File: config.mk
export PLATFORM = sky130hd
export DESIGN_NAME = alcr_cell
export DESIGN_NICKNAME = d
export VERILOG_FILES = /design/src/rtl/core/assert_macros.svh /design/src/rtl/core/alcr_pkg.sv /design/src/rtl/core/alcr_cell.sv
export SDC_FILE = /design/constraint.sdc
export NUM_CORES = 1
export LEC_CHECK = 0
export ABC_AREA = 0
export BUFFER_PORTS_ARGS = -buffer_cell sky130_fd_sc_hd__buf_4
export CAP_MARGIN = 10
export CELL_PAD_IN_SITES_DETAIL_PLACEMENT = 1
export CELL_PAD_IN_SITES_GLOBAL_PLACEMENT = 2
export CORE_MARGIN = 2
export CORE_UTILIZATION = 22
export DETAILED_ROUTE_END_ITERATION = 7
export PLACE_DENSITY = 0.89
export SYNTH_ARGS = -nofsm -noshare
export SYNTH_HDL_FRONTEND = slang
export SYNTH_SLANG_ARGS = --single-unit
File: constraint.sdc
create_clock -name clk_i -period 1.9 [get_ports clk_i]
set_input_delay 0.19 -clock clk_i [delete_from_list [all_inputs] [get_ports clk_i]]
set_output_delay 0.19 -clock clk_i [all_outputs]
set_load 0.02 [all_outputs]
File: src/rtl/core/assert_macros.svh
// Assertion macros shared by the active list RTL.
`ifndef ASSERT_MACROS_SVH
`define ASSERT_MACROS_SVH
// Property checked on every clock edge outside reset.
`define ALCR_ASSERT(label, clk, rst_n, prop, msg) \
  label: assert property (@(posedge clk) disable iff (!rst_n) prop) else $error(msg);
// Property checked on every clock edge, reset included.
`define ALCR_ASSERT_ALWAYS(label, clk, prop, msg) \
  label: assert property (@(posedge clk) prop) else $error(msg);
`endif

File: src/rtl/core/alcr_pkg.sv
// Package with the shared types and codes of the active list.
package alcr_pkg;
  localparam int unsigned PcW = 32;
  localparam int unsigned ValW = 64;
  localparam int unsigned LimW = 3;
  localparam int unsigned KindW = 3;

  localparam logic [1:0] CmdDispatch = 2'd0;
  localparam logic [1:0] CmdForward = 2'd1;
  localparam logic [1:0] CmdCommit = 2'd2;
  localparam logic [1:0] CmdRollback = 2'd3;

  localparam logic [KindW-1:0] KindNone = 3'd0;
  localparam logic [KindW-1:0] KindFree = 3'd1;
  localparam logic [KindW-1:0] KindRestore = 3'd2;
  localparam logic [KindW-1:0] KindWrite = 3'd3;
  localparam logic [KindW-1:0] KindExc = 3'd4;
  localparam logic [KindW-1:0] KindExcClr = 3'd5;
  localparam logic [KindW-1:0] KindFull = 3'd6;
  localparam logic [KindW-1:0] KindMisuse = 3'd7;

  localparam logic [0:0] RegCommitLimit = 1'd0;
  localparam logic [0:0] RegExcVector = 1'd1;

  // Control from the sequencer to every cell of the chain.
  typedef struct packed {
    logic shift_in;   // move each entry one place towards the tail
    logic shift_out;  // move each entry one place towards the head
    logic fwd;        // forward match strobe
    logic fwd_fault;
  } cell_ctrl_t;
endpackage

File: src/rtl/core/alcr_cell.sv
// One active list entry: holds its fields and passes them along the chain.
module alcr_cell #(
  parameter int unsigned PhysW = 6,
  parameter int unsigned LogW = 5
) (
  input  logic clk_i,
  input  logic rst_ni,
  input  alcr_pkg::cell_ctrl_t ctrl_i,
  input  logic [alcr_pkg::PcW-1:0] fwd_pc_i,
  input  logic [alcr_pkg::PcW+LogW+2*PhysW+1:0] tail_side_i,
  input  logic [alcr_pkg::PcW+LogW+2*PhysW+1:0] head_side_i,
  output logic [alcr_pkg::PcW+LogW+2*PhysW+1:0] entry_o
);
  localparam int unsigned EW = alcr_pkg::PcW + LogW + 2*PhysW + 2;
  logic [EW-1:0] entry_q, entry_d;

  // Entry layout: pc, logical, prior, fresh, done, fault.
  always_comb begin
    entry_d = entry_q;
    if (ctrl_i.shift_in) begin
      entry_d = head_side_i;
    end else if (ctrl_i.shift_out) begin
      entry_d = tail_side_i;
    end else if (ctrl_i.fwd && entry_q[EW-1 -: alcr_pkg::PcW] == fwd_pc_i) begin
      entry_d[1] = 1'b1;
      entry_d[0] = ctrl_i.fwd_fault;
    end
  end

  // The entry register starts cleared.
  always_ff @(posedge clk_i or negedge rst_ni) begin
    if (!rst_ni) begin
      entry_q <= '0;
    end else begin
      entry_q <= entry_d;
    end
  end

  assign entry_o = entry_q;
endmodule

==> results of run 1 <==
==> metal layers <==
metal	share of wire, %	global-route usage [%]
met1	39	16.4
met2	49	27.3
met3	9.4	4.74
met4	2.2	5.54
met5	0	0
==> worst reg2reg max path, stage by stage (launching register included) <==
cell and delay (ns):
dfrtp_1 0.41, xor2_1 0.16, nor4_1 0.38, and3_1 0.24, nand3_2 0.09, mux2_4 0.32
==> layout make-up <==
class | count | area (um2) | share of cell area, %
clock buffers | 8 | 156 | 3.52
flip-flops and latches | 51 | 1280 | 28.7
diodes | 1 | 2.50 | 0.0563
inverters | 1 | 3.75 | 0.0844
multi-input cells | 203 | 1350 | 30.4
repair buffers | 194 | 1470 | 33.1
well taps | 147 | 184 | 4.14
==> cells by family (layout without fill, tap and decap cells) <==
logic type / count (synthesis) / after routing
AOI/OAI and AO/OA: 54 / 54
xor gates and xnor gates: 32 / 32
buffers and inverters: 18 / 203
DFF: 51 / 51
muxes: 50 / 50
other: 0 / 1
and+or+nand+nor: 67 / 67
==> through the flow <==
stage	hold slack [ns]	worst slack, ns
6_report	0.0976	0.194
5_1_grt	0.104	0.0312
4_1_cts	0.0861	0.145
3_5_place_dp	0.306	0.181
3_3_place_gp	0.300	0.211
2_1_floorplan	-0.106	0.354
==> worst max-delay path by stage <==
stage | startpoint | slack [ns] | endpoint | depth (start not counted)
after floorplan | entry_o[23]$_DFFE_PN0P_ | 0.35 | entry_o[0]$_DFFE_PN0P_ | 5
after global placement | entry_o[24]$_DFFE_PN0P_ | 0.21 | entry_o[0]$_DFFE_PN0P_ | 5
after detailed placement | entry_o[45]$_DFFE_PN0P_ | 0.18 | entry_o[0]$_DFFE_PN0P_ | 5
after CTS | entry_o[45]$_DFFE_PN0P_ | 0.15 | entry_o[0]$_DFFE_PN0P_ | 5
after global routing | entry_o[39]$_DFFE_PN0P_ | 0.03 | entry_o[0]$_DFFE_PN0P_ | 5
final | entry_o[45]$_DFFE_PN0P_ | 0.19 | entry_o[0]$_DFFE_PN0P_ | 5
==> cells in the mapped netlist <==
cell type,count
dfrtp_1,51
nand2_1,50
o21ai_0,50
mux2i_1,49
xnor2_1,28
clkbuf_1,11
buf_2,6
nand4_1,6
a21oi_1,4
xor2_1,4
nand2b_1,2
nor2_1,2
nor3_1,2
and3_1,1
inv_1,1
mux2_4,1
nand3_1,1
nand3_2,1
nor4_1,1
nor4_2,1
==> power groups by stage <==
stage / Combinational (uW) / Clock [uW] / Sequential (uW)
2_1_floorplan: 269 / 0 / 1410
3_3_place_gp: 874 / 0 / 1290
3_5_place_dp: 891 / 0 / 1300
4_1_cts: 893 / 1020 / 1280
5_1_grt: 952 / 1050 / 1290
6_report: 876 / 973 / 1280
==> reports/metrics.cfg, run 1 <==
[status]
status=complete, no violations

[pwr]
seqPwrFrac_pct=40.8
p_clk_share_pct=31.1
internal_power_uw=2210
powerDensity_nw_per_um2=703
combPwrFrac_pct=28.0
p_leak_uw=0.00221
p_switching_uw=912
switching_share_pct=29.2
vdd_drop_max_mv=0.329
power_uw=3130

[run]
maxCapViolCount=0

[logic_synthesis]
seq_area_frac_synth_pct=47.2
synth.area.top_cells=dfrtp_1 47%, mux2i_1 18%, o21ai_0 9.3%, xnor2_1 9.1%, nand2_1 6.9%
synth.top_cell.area_share_pct=47.2
synth_top_area_cell=dfrtp_1
yosysWarnings=0
ys_types=20
synth_top_family_by_area=multiplexers
yosys_register_bits=51
synthXorXnorAreaFrac_pct=10.4
synthMuxAreaShare_pct=18.7
synth_compound_area_share_pct=10.0
syn-cell-area_um2=2700
synthesis.nets=412
synthesis.area_per_instance_um2=9.94
synthCells=272
yosys.area_share.simple_pct=10.9
yosys.area_share.adder_pct=0

[worst_setup_path]
arrival_ns=1.89
ff2ff_setup_slack_ns=0.19
r2r_cells=5
worst_setup_path_end_kind=flip-flop
worst_r2r_endpoint=entry_o[0]$_DFFE_PN0P_
cpMaxStageDelayCell=dfrtp_1
crit_chain=xor2_1, nor4_1, and3_1, nand3_2, mux2_4
crit_type=flip-flop to flip-flop
cp_slowest_stage_delay_ns=0.41
cp_max_fo=3
crit_buf_inv=0
path_delay_family=simple AND/OR/NAND/NOR gates
start_kind=flip-flop
required_ns=2.08
worstReg2RegStart=entry_o[45]$_DFFE_PN0P_

[drt]
first_pass_iters=4
drt-total-wl_mm=10.0
wl_per_cell_um=16.5
vias=2721
ant_nets=0
drtIter0Drc=73
via_per_inst=4.50
drcViolationCount=0

[hold_path]
whs_path_depth=3
hp-class=input pin to flip-flop
holdPathEnd=entry_o[21]$_DFFE_PN0P_
min_from=head_side_i[21]

[floorplan]
coreArea_um2=12000
die_h_um=115
die-area_um2=13200
ioPinCount=191
rows=40
die_x_um=115
start_util_pct=22.5

[layout]
drive_above_1_share_pct=44.4
design_area_um2=4450
fill_cells=1399
layout_commonest_cell=buf_4
largest_reg_flops=51
nets=596
area_growth_pct=64.5
layout_common_cells=192 x buf_4, 51 x dfrtp_1, 50 x nand2_1, 50 x o21ai_0, 49 x mux2i_1
final_util_pct=37.0
final_cell_count_no_fill=605

[timing]
rsz0062_at_grt=no
slew_headroom_pct=51.7
tightestPinTransition_ns=0.724
fin_skew_ns=0.00437
period_needed_ns=1.71
report.final.slew_viol_count=0
tns_ns=0
finalCritPeriodShare_pct=89.8
finalSetupViolations=0
hold_violations=0
fmax_mhz=586

[place]
hpwl_mm=7.77
post-place-cells=595
dpl_cell_area_um2=4280
gp_congestion=0.737
io_buffers=190

[cts]
cts-root-buf=clkbuf_16
clk_latency_ns=0.29
tritoncts=done
clkTransAtPathRegs_ns=0.07
numClockSinks=51
cts_resized=0
numCtsBuffers=5
cts_setup_buffers=0
max-clock-path-buffers=2
htree_levels=2
cts_hold_buf=1

[global_route]
grt_pass1_vias=3010
grt_start_max_net_pins=52
grt_pass1_wl_mm=15.2
antenna_found_initial=1
grt.total_usage_pct=15.0
overflow=0

(Power assumes the default switching activity.)
==> run 2: changes to the inputs <==
--- a/config.mk
+++ b/config.mk
@@ -11,9 +11,9 @@
 export CELL_PAD_IN_SITES_DETAIL_PLACEMENT = 1
 export CELL_PAD_IN_SITES_GLOBAL_PLACEMENT = 2
 export CORE_MARGIN = 2
-export CORE_UTILIZATION = 22
+export CORE_UTILIZATION = 24
 export DETAILED_ROUTE_END_ITERATION = 7
-export PLACE_DENSITY = 0.89
+export PLACE_DENSITY = 0.95
 export SYNTH_ARGS = -nofsm -noshare
 export SYNTH_HDL_FRONTEND = slang
 export SYNTH_SLANG_ARGS = --single-unit
==> constraint.sdc (replaced) <==
create_clock -name clk_i -period 2.2 [get_ports clk_i]
set_input_delay 0.22 -clock clk_i [delete_from_list [all_inputs] [get_ports clk_i]]
set_output_delay 0.22 -clock clk_i [all_outputs]
set_load 0.02 [all_outputs]
==> reports/metrics.cfg, run 2 (same netlist as run 1, synthesis figures left out) <==
[floorplan]
die_h_um=110
die_x_um=110
start_util_pct=24.7
die-area_um2=12100
rows=38
ioPinCount=191
coreArea_um2=10900

[cts]
cts-root-buf=clkbuf_16
numCtsBuffers=5
numClockSinks=51
clk_latency_ns=0.28
cts_resized=0
htree_levels=2
cts_hold_buf=0
tritoncts=done
cts_setup_buffers=0
max-clock-path-buffers=2
clkTransAtPathRegs_ns=0.07

[layout]
nets=595
drive_above_1_share_pct=44.3
design_area_um2=4400
layout_commonest_cell=buf_4
fill_cells=1275
largest_reg_flops=51
layout_common_cells=192 x buf_4, 51 x dfrtp_1, 50 x nand2_1, 50 x o21ai_0, 49 x mux2i_1
antenna-diode-count=0
area_growth_pct=62.7

[worst_setup_path]
arrival_ns=1.86
required_ns=2.37
worst_setup_path_end_kind=flip-flop
cp_slowest_stage_delay_ns=0.40
crit_type=flip-flop to flip-flop
start_kind=flip-flop
cpMaxStageDelayCell=dfrtp_1
ff2ff_setup_slack_ns=0.52
r2r_cells=5
worstReg2RegStart=entry_o[19]$_DFFE_PN0P_
worst_r2r_endpoint=entry_o[0]$_DFFE_PN0P_
cp_max_fo=3
crit_chain=xnor2_1, nand4_1, nor4_2, nand3_2, mux2_4

[timing]
finalCritPeriodShare_pct=76.5
slew_headroom_pct=53.4
report.final.slew_viol_count=0
rsz0062_at_grt=no
fmax_mhz=594
tns_ns=0
hold_violations=26
whs_ns=-0.0213
fin_skew_ns=0.00500
tightestPinTransition_ns=0.699
finalSetupViolations=0
period_needed_ns=1.68

[place]
hpwl_mm=7.67
gp_congestion=0.777
io_buffers=190
dpl_cell_area_um2=4270

[hold_path]
hp-class=input pin to async pin

[drt]
vias=2698
drtIter0Drc=114
via_per_inst=4.54
first_pass_iters=4
drt-total-wl_mm=9.84
drcViolationCount=0
ant_nets=0
wl_per_cell_um=16.6

[global_route]
grt.total_usage_pct=15.8
overflow=0
grt_pass1_vias=2948
grt_start_max_net_pins=68
antenna_found_initial=0
grt_pass1_wl_mm=14.6

[pwr]
p_clk_share_pct=28.4
p_leak_uw=0.00219
seqPwrFrac_pct=42.5
p_switching_uw=758
combPwrFrac_pct=29.1
internal_power_uw=1840
vdd_drop_max_mv=0.267
switching_share_pct=29.2
powerDensity_nw_per_um2=590

[run]
maxCapViolCount=0

[status]
status=complete, but fails checks
violations=negative hold slack

[run 2: cell count changes in the layout (fill, tap and decap cells not counted), sizes merged]
cell and delta:
clkbuf -2, diode -1, dlygate4sd3 -1
[run 2: per-stage QoR]
step / total power (uW) / utilization (%) / std cells / setup slack (ns)
2_1_floorplan: 1450 / - / 272 / 0.654
3_3_place_gp: 1860 / 39.0 / 588 / 0.498
3_5_place_dp: 1890 / 39.0 / 588 / 0.468
4_1_cts: 2650 / 40.2 / 594 / 0.458
5_1_grt: 2740 / 40.2 / 594 / 0.404
6_report: 2590 / 40.2 / 594 / 0.516
[run 2: worst max-delay path, delay by kind of cell, from the launching register on]
family                    cells  cell delay [ns]
xor gates and xnor gates      1             0.31
DFF                           1             0.40
muxes                         1             0.31
and+or+nand+nor               3             0.54
[run 2: worst max-delay path by stage]
stage                             from                     end  slack, ns  cells after the start
2_1_floorplan  entry_o[23]$_DFFE_PN0P_  entry_o[0]$_DFFE_PN0P_       0.65                      5
3_3_place_gp   entry_o[23]$_DFFE_PN0P_  entry_o[0]$_DFFE_PN0P_       0.50                      5
3_5_place_dp   entry_o[23]$_DFFE_PN0P_  entry_o[0]$_DFFE_PN0P_       0.47                      5
4_1_cts        entry_o[23]$_DFFE_PN0P_  entry_o[0]$_DFFE_PN0P_       0.46                      5
5_1_grt        entry_o[19]$_DFFE_PN0P_  entry_o[0]$_DFFE_PN0P_       0.40                      5
6_report       entry_o[19]$_DFFE_PN0P_  entry_o[0]$_DFFE_PN0P_       0.52                      5
[run 2: layout make-up]
type	instances	area [um2]	share of cell area [%]
timing repair buffer	193	1460	33.2
multi-input combinational	203	1350	30.7
sequential	51	1280	29.0
tap	140	175	3.98
clock buffer	6	129	2.93
inverter	1	3.75	0.0854
[run 2: power by group through the flow]
stage | Combinational (uW) | Clock [uW] | Sequential [uW]
floorplan | 232 | 0 | 1210
global placement | 749 | 0 | 1120
detailed placement | 767 | 0 | 1120
CTS | 768 | 780 | 1100
global route | 819 | 808 | 1110
finish | 754 | 736 | 1100
[run 2: per-layer routing]
layer / vias to the layer above / share of wire (%) / track usage, %
met2: 138 / 50 / 28.7
met5: - / 0 / 0
met4: 0 / 2.3 / 5.18
met1: 1251 / 38 / 17.4
li1: 1291 / - / -
met3: 18 / 9.9 / 4.94
==> run 3: changes to the inputs <==
--- a/config.mk
+++ b/config.mk
@@ -5,15 +5,15 @@
 export SDC_FILE = /design/constraint.sdc
 export NUM_CORES = 1
 export LEC_CHECK = 0
-export ABC_AREA = 0
+export ABC_AREA = 1
 export BUFFER_PORTS_ARGS = -buffer_cell sky130_fd_sc_hd__buf_4
 export CAP_MARGIN = 10
 export CELL_PAD_IN_SITES_DETAIL_PLACEMENT = 1
 export CELL_PAD_IN_SITES_GLOBAL_PLACEMENT = 2
 export CORE_MARGIN = 2
-export CORE_UTILIZATION = 24
+export CORE_UTILIZATION = 19
 export DETAILED_ROUTE_END_ITERATION = 7
-export PLACE_DENSITY = 0.95
+export PLACE_DENSITY = 0.87
 export SYNTH_ARGS = -nofsm -noshare
 export SYNTH_HDL_FRONTEND = slang
 export SYNTH_SLANG_ARGS = --single-unit
==> constraint.sdc (replaced) <==
create_clock -name clk_i -period 1.4 [get_ports clk_i]
set_input_delay 0.14 -clock clk_i [delete_from_list [all_inputs] [get_ports clk_i]]
set_output_delay 0.14 -clock clk_i [all_outputs]
set_load 0.02 [all_outputs]
==> reports/metrics.cfg, run 3 <==
[floorplan]
ioPinCount=191
coreArea_um2=14500
rows=44
start_util_pct=19.5
die-area_um2=15900
die_x_um=126
die_h_um=126

[pwr]
p_clk_share_pct=31.0
combPwrFrac_pct=29.3
switching_share_pct=31.0
p_leak_uw=0.00247
internal_power_uw=3000
vdd_drop_max_mv=0.429
powerDensity_nw_per_um2=934
p_switching_uw=1340
seqPwrFrac_pct=39.7

[place]
hpwl_mm=8.89
io_buffers=190
gp_congestion=0.794
pre_cts_ws_ns=-0.00308
dpl_cell_area_um2=4460

[hold_path]
whs_path_depth=3
min_from=tail_side_i[20]
hp-class=input pin to flip-flop

[layout]
layout_common_cells=196 x buf_4, 184 x nand2_1, 51 x dfrtp_1
largest_reg_flops=51
design_area_um2=4650
drive_above_1_share_pct=39.8
area_growth_pct=64.4
layout_commonest_cell=buf_4
antenna-diode-count=0
nets=717

[global_route]
grt_pass1_wl_mm=17.6
grt_start_max_net_pins=50
overflow=0
antenna_found_initial=0
grt.total_usage_pct=14.2
grt_pass1_vias=3457

[timing]
fin_skew_ns=0.00368
hold_violations=0
setup_ws_ns=0.0390
tns_ns=0
fmax_mhz=735
rsz0062_at_grt=yes
whs_ns=0.0416
report.final.slew_viol_count=0
finalSetupViolations=0
period_needed_ns=1.36
tightestPinTransition_ns=0.588
slew_headroom_pct=60.8
finalCritPeriodShare_pct=97.2

[cts]
numClockSinks=51
clk_latency_ns=0.30
clkTransAtPathRegs_ns=0.07
max-clock-path-buffers=2
numCtsBuffers=5
cts-root-buf=clkbuf_16
tritoncts=done
htree_levels=2

[worst_setup_path]
crit_type=flip-flop to flip-flop
worstReg2RegStart=entry_o[50]$_DFFE_PN0P_
r2r_cells=10
cpMaxStageDelayCell=dfrtp_1
crit_path_start=entry_o[50]$_DFFE_PN0P_
required_ns=1.59
start_kind=flip-flop
cp_slowest_stage_delay_ns=0.39
worst_setup_path_end_kind=flip-flop
crit_chain=inv_2, nor2_2, nor2_1, nand3_1, nor2_1, nand2_1, nor2_2, nand2_2, nand3_1, nand2_1
arrival_ns=1.55
cp_max_fo=3

[logic_synthesis]
yosysWarnings=0
ys_types=21
synthesis.area_per_instance_um2=7.33
yosys_register_bits=51
ys.flop_type=dfrtp_1
synth.area.top_cells=dfrtp_1 45%, nand2_1 24%, nand3_1 6.2%, o211ai_2 4.4%, inv_1 4.1%
post-synth-top-count-cell=nand2_1
syn-cell-area_um2=2830
postSynth.asyncResetShare_pct=100
synth-edff-count=0
synth_top_area_cell=dfrtp_1
seq_area_frac_synth_pct=45.1
synth.top_cell.area_share_pct=45.1
synthCells=386
ys_top_cells_by_count=184 x nand2_1, 51 x dfrtp_1, 35 x nand3_1
synthesis.nets=526

[drt]
vias=3217
drt-total-wl_mm=11.4
via_per_inst=4.22
drcViolationCount=0
drtIter0Drc=69
wl_per_cell_um=15.0
first_pass_iters=4
ant_nets=0

[run]
maxCapViolCount=0

[status]
status=complete, no violations

## run 3: cell types whose count changed in the layout (fill, tap and decap cells not counted), sizes merged, moves of 4 or more
cell and delta:
buf +5, nand3 +33, xnor2 -18, nor2 +17
a21oi -4, mux2i -49, inv +39, nand2 +137
o21ai -49, o211ai +18
## run 3: metal layers
metal / up-vias / GRT usage (%) / routed length, um
met1: 1500 / 15.7 / 4540
met4: 0 / 3.75 / 176
met2: 122 / 25.6 / 5770
met3: 10 / 5.23 / 957
met5: - / 0 / 0
li1: 1585 / - / -
## run 3: final timing paths
kind | to | slack [ns]
min in group asynchronous | entry_o[41]$_DFFE_PN0P_ | 0.31
setup reg to reg | entry_o[0]$_DFFE_PN0P_ | 0.04
setup / recovery | entry_o[0]$_DFFE_PN0P_ | 0.04
hold reg to reg | entry_o[7]$_DFFE_PN0P_ | 0.50
max in group asynchronous | entry_o[44]$_DFFE_PN0P_ | 0.60
hold / removal | entry_o[20]$_DFFE_PN0P_ | 0.04
## run 3: per-stage QoR
| step | power [uW] | instances | utilization [%] |
|---|---|---|---|
| after floorplan | 2300 | 386 | - |
| after global placement | 3010 | 750 | 30.7 |
| after detailed placement | 3040 | 750 | 30.7 |
| after CTS | 4460 | 760 | 31.9 |
| after global routing | 4620 | 762 | 32.0 |
| final | 4350 | 762 | 32.0 |
## run 3: cell families (layout without fill, tap and decap cells)
logic type             count (synthesis)  after routing  synth area share, %
AND/OR/NAND/NOR                      246            246                 35.3
buffers and inverters                 55            247                 8.45
flip-flops                            51             51                 45.1
AO/OA/AOI/OAI                         22             22                 7.47
XOR/XNOR                              12             12                 3.72
## run 3: power by group through the flow
| stage | Sequential [uW] | Clock (uW) | Combinational [uW] |
|---|---|---|---|
| global placement | 1740 | 0 | 1270 |
| detailed placement | 1750 | 0 | 1290 |
| floorplan | 1910 | 0 | 390 |
| finish | 1730 | 1350 | 1270 |
| CTS | 1730 | 1430 | 1300 |
| global route | 1750 | 1470 | 1400 |
## run 3: layout make-up
cell class                      count  area [um2]
Fill cell                        1789        9880
Timing Repair Buffer              199        1520
Multi-Input combinational cell    280        1320
Sequential cell                    51        1280
Tap cell                          184         230
Clock buffer                        8         156
Inverter                           40         150
## run 3: what timing repair did
item | in CTS | in global routing
buffers inserted | 1 | 2
gates cloned | 0 | 0
endpoints found under the hold margin | 26 | 0
pin swaps | 2 | 1
setup endpoints to repair | 2 | 2
hold buffers | 1 | 0
gates resized for setup | 0 | 1
## run 3: critical path, delay by kind of cell (launching register included)
family,cells,cell delay (ns)
buffers and inverters,1,0.08
flip-flops,1,0.39
AND/OR/NAND/NOR,9,0.77
